===== src/rtl/fbba_pkg.sv =====
// ----------------------------------------------------------------------------
// fbba_pkg: shared types and constants of the free block bitmap allocator
// Holds the map geometry, the request and response payloads, the status
// codes and the reset contents of one bitmap word.
// ----------------------------------------------------------------------------
package fbba_pkg;

  // Map geometry.
  localparam int MAP_BYTES       = 1024;
  localparam int RESERVED_BLOCKS = 18;
  localparam int BITS_PER_BYTE   = 8;
  localparam int MAX_BLOCKS      = 8192;
  localparam int RAW_BLOCKS      = MAP_BYTES * BITS_PER_BYTE;
  localparam int NUM_BLOCKS      = (RAW_BLOCKS < MAX_BLOCKS) ? RAW_BLOCKS : MAX_BLOCKS;

  localparam int WORD_BITS = 64;
  localparam int MAP_WORDS = 128;
  localparam int BIT_W     = $clog2(WORD_BITS);
  localparam int ADDR_W    = $clog2(MAP_WORDS);
  localparam int BLK_W     = 13;

  localparam logic [ADDR_W-1:0] LAST_ADDR = ADDR_W'(MAP_WORDS - 1);
  localparam logic [BLK_W:0]    NUM_BLK   = (BLK_W + 1)'(NUM_BLOCKS);
  localparam logic [BLK_W:0]    RSV_BLK   = (BLK_W + 1)'(RESERVED_BLOCKS);

  // Request types.
  localparam logic REQ_ALLOC   = 1'b0;
  localparam logic REQ_RELEASE = 1'b1;

  // Response status codes.
  localparam logic [1:0] ST_OK    = 2'd0;
  localparam logic [1:0] ST_FULL  = 2'd1;
  localparam logic [1:0] ST_RANGE = 2'd2;

  typedef struct packed {
    logic             req_type;
    logic [BLK_W-1:0] block_number;
  } req_t;

  typedef struct packed {
    logic [1:0]       status;
    logic [BLK_W-1:0] granted_block;
  } rsp_t;

  // Bitmap read and write port controls.
  typedef struct packed {
    logic              en;
    logic [ADDR_W-1:0] addr;
  } map_rd_t;

  typedef struct packed {
    logic                 en;
    logic [ADDR_W-1:0]    addr;
    logic [WORD_BITS-1:0] data;
  } map_wr_t;

  // Result of the shared bit unit.
  typedef struct packed {
    logic                 found;
    logic [BIT_W-1:0]     first;
    logic [WORD_BITS-1:0] new_word;
  } bit_res_t;

  // Contents of a bitmap word after reset: a block is free when it lies
  // above the reserved range and inside the map.
  function automatic logic [WORD_BITS-1:0] word_reset(input logic [ADDR_W-1:0] w);
    logic [WORD_BITS-1:0] word;
    logic [BLK_W:0]       blk;
    word = '0;
    for (int i = 0; i < WORD_BITS; i++) begin
      blk     = {1'b0, w, BIT_W'(i)};
      word[i] = (blk >= RSV_BLK) && (blk < NUM_BLK);
    end
    return word;
  endfunction

endpackage


===== src/rtl/fbba_bit_unit.sv =====
// ----------------------------------------------------------------------------
// fbba_bit_unit: shared bitmap word unit
// Finds the lowest free bit of a word and builds the updated word: the
// chosen bit is cleared for an allocation or set for a release.
// ----------------------------------------------------------------------------
module fbba_bit_unit
  import fbba_pkg::*;
(
  input  logic [WORD_BITS-1:0] word,
  input  logic                 release_op,
  input  logic [BIT_W-1:0]     bit_sel,
  output bit_res_t             res
);

  logic [BIT_W-1:0]     first;
  logic [BIT_W-1:0]     target;
  logic [WORD_BITS-1:0] mask;

  // Priority encoder: lowest set bit wins.
  always_comb begin
    first = '0;
    for (int i = WORD_BITS - 1; i >= 0; i--) begin
      if (word[i]) begin
        first = BIT_W'(i);
      end
    end
  end

  // Update the selected bit.
  assign target = release_op ? bit_sel : first;
  assign mask   = {{(WORD_BITS - 1){1'b0}}, 1'b1} << target;

  assign res.found    = |word;
  assign res.first    = first;
  assign res.new_word = release_op ? (word | mask) : (word & ~mask);

endmodule


===== config.mk =====
export PLATFORM = sky130hd
export DESIGN_NAME = fbba_bit_unit
export DESIGN_NICKNAME = d
export VERILOG_FILES = /design/src/rtl/fbba_pkg.sv /design/src/rtl/fbba_bit_unit.sv
export SDC_FILE = /design/constraint.sdc
export NUM_CORES = 1
export LEC_CHECK = 0
export ABC_AREA = 1
export ABC_CLOCK_PERIOD_IN_PS = 7500
export BUFFER_PORTS_ARGS = -buffer_cell sky130_fd_sc_hd__buf_2
export CORE_UTILIZATION = 52
export DETAILED_ROUTE_END_ITERATION = 8
export PLACE_DENSITY = 0.94
export SYNTH_ARGS = -nofsm -noshare
export SYNTH_HDL_FRONTEND = slang
export SYNTH_SLANG_ARGS = --single-unit

===== constraint.sdc =====
create_clock -name vclk -period 7.5
set_input_delay 0.375 -clock vclk [all_inputs]
set_output_delay 0.375 -clock vclk [all_outputs]
set_load 0.01 [all_outputs]

==> impl_results.md, run 1 <==
- Dpl hpwl: 8340 microns
- Setup crit end: res[33]
- Area grow syn2layout: 27.8%
- Max stage delay on crit path: 0.42 ns
- Sequential cell area: 0 sq um
- CP Class: in2out
- Post-cts hold buffer count: 0
- DR DRC count: 0
- Die H: 72.7 microns
- Vias: 4348
- Routed len/inst: 14.3 microns
- Ant. Diodes: 0
- Vias per cell: 5.61
- Die area: 5290 sq um
- Antenna-violating nets left: 0
- Ratio of final minimum period to clock period: 69.6%
- Synthesized Nets: 664
- Internal power: 0.0571 mW
- Peak supply drop: 0.0000395 V
- Ports: 142
- Minimum clock period after layout: 5.22 ns
- Critical path's most frequent cell: nand2_1
- CP arrival: 4.84 ns
- Critical Path Source: word[62]
- TritonRoute pass-1 iters: 5
- Comb pwr share: 100.0%
- DRT iter0 DRCs: 453
- Total wire length: 11100 microns
- Post-CTS setup buffer count: 0
- Gr ovfl total: 0
- Global-route wire length before repair: 16800 microns
- Pleak: 1.98 nW
- Hold_ws: 1.06 ns
- Synth Warn #: 0
- Commonest cells after routing, fill and taps aside: nand2_1 (255), buf_2 (142), nand3_1 (103), inv_1 (77), nor2_1 (59)
- Hold Path Origin: word[14]
- Starting Density: 54.7%
- Worst min-delay path class: in2out
- Site Rows: 25
- Distinct cells, synth: 24
- Status: completed
- Initial antenna violation count: 0
- Vias in the first global route: 3576
- Core box area: 4750 sq um
- Fin. Hold Viols: 0
- Most common cell after layout, fill and taps aside: nand2_1
- Synth Instances: 593
- Die Wd: 72.7 microns
- Total Neg Setup Slack: 0 ns
- Fmax: 192 MHz
- CP endpoint kind: output pin
- Setup repair after global routing missed its margin: no
- P_sw: 0.121 mW
- Final Setup Violations: 0
- Max FO, Critical Path: 12
- Final #Nets: 781
- Port bufs: 142
- Slew margin rel.: 27.5%
- Overall Global Routing Usage: 40.5%
- Clock power frac: 0%
- Post-CTS sizing: 0
- MaxCap Viol Count: 0
- CP required: 7.12 ns
- Pwr per Cell Area: 53.6 nW/um^2
- Syn Area/Cell: 4.39 sq um
- Proportion of layout cells with a drive suffix above 1: 23.6%
- Seq Cell Count: 0
- Slew Limit Fails: 0
- Seq/Total Area, Yosys: 0%
- Clock buffers: 0
- Sequential Power Share: 0%
- Synthesized area: 2600 sq um
- Crit path launch type: primary input
- Largest net degree at the start of global routing: 65
- Sw frac: 68.0%
- Slowest CP cell: nor2_1
- Routability cong.: 1.01
- Least-Margin Pin Slew: 1.09 ns
## area by class of cell
type / instances / area (sq um)
timing repair buffer: 147 / 748
tap: 67 / 83.8
inverter: 77 / 289
multi-input combinational: 484 / 2200
fill: 471 / 1430
## Yosys cell counts (all sizes together)
master	count	area, sq um
o311ai	1	8.76
o21ai	6	33.8
nand2	256	963
nor2	73	354
a31oi	3	18.8
a21oi	2	10.0
a311oi	1	8.76
o31ai	1	7.51
buf	9	43.8
nand3	106	561
nand4	28	175
nor3	3	15.0
clkbuf	23	86.3
inv	77	289
o21bai	2	15.0
nor4	2	12.5
## logic make-up after synthesis
logic type | after synthesis | share of synthesized area, %
AO/OA/AOI/OAI | 16 | 3.94
buffers and inverters | 109 | 16.1
AND/OR/NAND/NOR | 468 | 80.0
## power by group through the flow
stage	registers (mW)	clock network [mW]	logic (mW)
floorplan	0	0	0.105
global placement	0	0	0.170
detailed placement	0	0	0.174
CTS	0	0	0.174
global route	0	0	0.195
finish	0	0	0.178
## worst min path at each step
stage                     slack, ns  cells past startpoint       to
final                          1.06                      4  res[14]
after global routing           1.06                      4  res[40]
after CTS                      1.05                      4  res[32]
after detailed placement       1.05                      4  res[32]
after global placement         1.05                      3  res[64]
after floorplan                0.79                      1  res[64]
## per-layer routing
metal  track usage (%)  share of wire (%)  up-vias
li1                  -                  -     2113
met1              50.1                 39     1894
met2              66.9                 45      284
met3              6.22                 11       57
met4              22.9                6.0        0
met5                 0                  0        -
## critical path: cells and delay by family
kind	cells	cell delay, ns
buffers and inverters	3	0.32
and+or+nand+nor	69	4.11
## stage by stage
| stage | std cells | util [%] | setup slack, ns | cell area (sq um) | total power [mW] |
|---|---|---|---|---|---|
| after CTS | 775 | 69.9 | 2.38 | 3330 | 0.174 |
| after global placement | 775 | 69.9 | 2.48 | 3330 | 0.170 |
| final | 775 | 69.9 | 2.28 | 3330 | 0.178 |
| after floorplan | 593 | - | 3.36 | 2600 | 0.105 |
| after detailed placement | 775 | 69.9 | 2.40 | 3330 | 0.174 |
| after global routing | 775 | 69.9 | 1.56 | 3330 | 0.195 |
Power figures use the tool's default switching activity.
==> run 2: changes to the inputs <==
--- a/config.mk
+++ b/config.mk
@@ -6,11 +6,11 @@
 export NUM_CORES = 1
 export LEC_CHECK = 0
 export ABC_AREA = 1
-export ABC_CLOCK_PERIOD_IN_PS = 7500
+export ABC_CLOCK_PERIOD_IN_PS = 4700
 export BUFFER_PORTS_ARGS = -buffer_cell sky130_fd_sc_hd__buf_2
-export CORE_UTILIZATION = 52
+export CORE_UTILIZATION = 43
 export DETAILED_ROUTE_END_ITERATION = 8
-export PLACE_DENSITY = 0.94
+export PLACE_DENSITY = 0.84
 export SYNTH_ARGS = -nofsm -noshare
 export SYNTH_HDL_FRONTEND = slang
 export SYNTH_SLANG_ARGS = --single-unit
==> constraint.sdc (replaced) <==
create_clock -name vclk -period 4.7
set_input_delay 0.235 -clock vclk [all_inputs]
set_output_delay 0.235 -clock vclk [all_outputs]
set_load 0.01 [all_outputs]
==> run 2 against run 1 <==
  * The flow now finishes with violations (setup timing)
  * Sequential cell count unchanged
  * Worst setup slack lost 2.3 ns
  * First-iteration DRC count grew 33%
  * Utilization is 1.3 points lower
  * Total power increased by 87%
  * Sequential share of layout area unchanged
  * Die area grew 20%
  * Global-route usage shrank 5.1 points
  * Critical path depth unchanged
==> impl_results.md, run 2 (synthesis results as in run 1) <==
- Site Rows: 27 (was 25)
- CP Class: in2out (unchanged)
- TritonRoute pass-1 iters: 5 (unchanged)
- Setup repair after global routing missed its margin: yes (was no)
- Area grow syn2layout: 49.7% (was 27.8%)
- Pwr per Cell Area: 85.6 nW/um^2 (was 53.6 nW/um^2)
- Max stage delay on crit path: 0.29 ns (was 0.42 ns)
- Routed len/inst: 15.1 microns (was 14.3 microns)
- Fin area: 3900 sq um (was 3330 sq um)
- Peak supply drop: 0.0000627 V (was 0.0000395 V)
- Seq Cell Count: 0 (unchanged)
- Die Wd: 79.8 microns (was 72.7 microns)
- Slowest CP cell: nor2_4 (was nor2_1)
- Dpl hpwl: 8910 microns (was 8340 microns)
- Placed inst area: 3450 sq um (was 3330 sq um)
- Clock buffers: 0 (unchanged)
- Final Setup Violations: 1 (was 0)
- Die area: 6370 sq um (was 5290 sq um)
- Initial antenna violation count: 0 (unchanged)
- Die H: 79.8 microns (was 72.7 microns)
- MaxCap Viol Count: 0 (unchanged)
- Status: finished with violations (was completed)
- Least-Margin Pin Slew: 1.09 ns (about the same)
- Total wire length: 12300 microns (was 11100 microns)
- DRT iter0 DRCs: 603 (was 453)
- Proportion of layout cells with a drive suffix above 1: 32.3% (was 23.6%)
- Minimum clock period after layout: 4.70 ns
- Ratio of final minimum period to clock period: 100%
- Critical path's most frequent cell: nand2_1 (unchanged)
- Core box area: 5680 sq um (was 4750 sq um)
- Total power: 0.334 mW (was 0.178 mW)
- Antenna-violating nets left: 0 (unchanged)
- Vias: 4476 (was 4348)
- Pleak: 2.17 nW (was 1.98 nW)
- Overall Global Routing Usage: 35.4% (was 40.5%)
- Sequential cell area: 0 sq um (unchanged)
- Post-cts hold buffer count: 0 (unchanged)
- CP required: 4.47 ns (was 7.12 ns)
- Slew margin rel.: 27.5% (about the same)
- Most common cell after layout, fill and taps aside: nand2_1 (unchanged)
- Endpoint, Worst Hold: res[63] (was res[14])
- Vias in the first global route: 3662 (was 3576)
- Worst min-delay path class: in2out (unchanged)
- Crit path launch type: primary input (unchanged)
- Hold Path Origin: word[63] (was word[14])
- Ports: 142 (unchanged)
- Ant. Diodes: 0 (unchanged)
- Violated checks: setup timing
- DR DRC count: 0 (unchanged)
- Routability cong.: 1.01 (about the same)
- Worst Hold Depth: 4 (unchanged)
- Gr ovfl total: 0 (unchanged)
- CP endpoint kind: output pin (unchanged)
- Final WS setup: -0.000326 ns (was 2.28 ns)
- Fmax: 213 MHz
- Vias per cell: 5.53 (was 5.61)
- Fin. Hold Viols: 0 (unchanged)
- Final #Nets: 810 (was 781)
- Max FO, Critical Path: 5 (was 12)
- Commonest cells after routing, fill and taps aside: nand2_1 (243), buf_2 (135), nand3_1 (83), inv_1 (75), nor2_1 (51) (was nand2_1 (255), buf_2 (142), nand3_1 (103), inv_1 (77), nor2_1 (59))
- Total Neg Setup Slack: -0.000326 ns (was 0 ns)
- Port bufs: 142 (unchanged)
- Largest net degree at the start of global routing: 65 (unchanged)
- Slew Limit Fails: 0 (unchanged)
- Global-route wire length before repair: 17800 microns (was 16800 microns)
- Hold_ws: 0.756 ns (was 1.06 ns)
- Starting Density: 45.9% (was 54.7%)
- CP arrival: 4.47 ns (was 4.84 ns)
==> run 2: final cells by class <==
| class | count | area (sq um) |
|---|---|---|
| multi-input combinational | 484 | 2400 |
| timing repair buffer | 176 | 1110 |
| fill | 550 | 1780 |
| inverter | 77 | 294 |
| tap | 72 | 90.1 |
==> run 2: worst max-delay path: cells and delay by family <==
family,cells,cell delay (ns)
and+or+nand+nor,68,3.83
buffers and inverters,4,0.42
==> run 2: repair_timing <==
| action | in CTS | in global routing |
|---|---|---|
| gates resized for setup | 2 | 76 |
| buffers inserted | 1 | 14 |
| pin swaps | 2 | 41 |
| endpoints found under the setup margin | 5 | 64 |
==> run 2: routing by layer <==
layer	up-vias	track usage [%]	routed length, microns
met5	-	0	0
met4	0	12.3	469
met3	46	2.06	1230
met2	298	61.4	5810
met1	1968	46.1	4750
li1	2164	-	-
==> run 2: worst max-delay path by stage <==
stage / startpoint / endpoint
5_1_grt: word[62] / res[20]
6_report: word[62] / res[58]
3_3_place_gp: word[62] / res[43]
4_1_cts: word[62] / res[27]
3_5_place_dp: word[62] / res[27]
2_1_floorplan: word[62] / res[43]
==> run 2: report_power, final <==
| part | internal, mW | total, mW | switching [mW] | leakage (nW) |
|---|---|---|---|---|
| registers | 0 | 0 | 0 | 0 |
| logic | 0.119 | 0.334 | 0.214 | 2.17 |
| clock network | 0 | 0 | 0 | 0 |
==> run 2: through the flow <==
stage | setup WS (ns) | util (%) | instances
floorplan | 0.837 | - | 593
global placement | 0.0570 | 60.8 | 794
detailed placement | -0.0106 | 60.8 | 794
CTS | -0.00478 | 61.1 | 795
global route | -0.684 | 68.7 | 809
finish | -0.000326 | 68.7 | 809
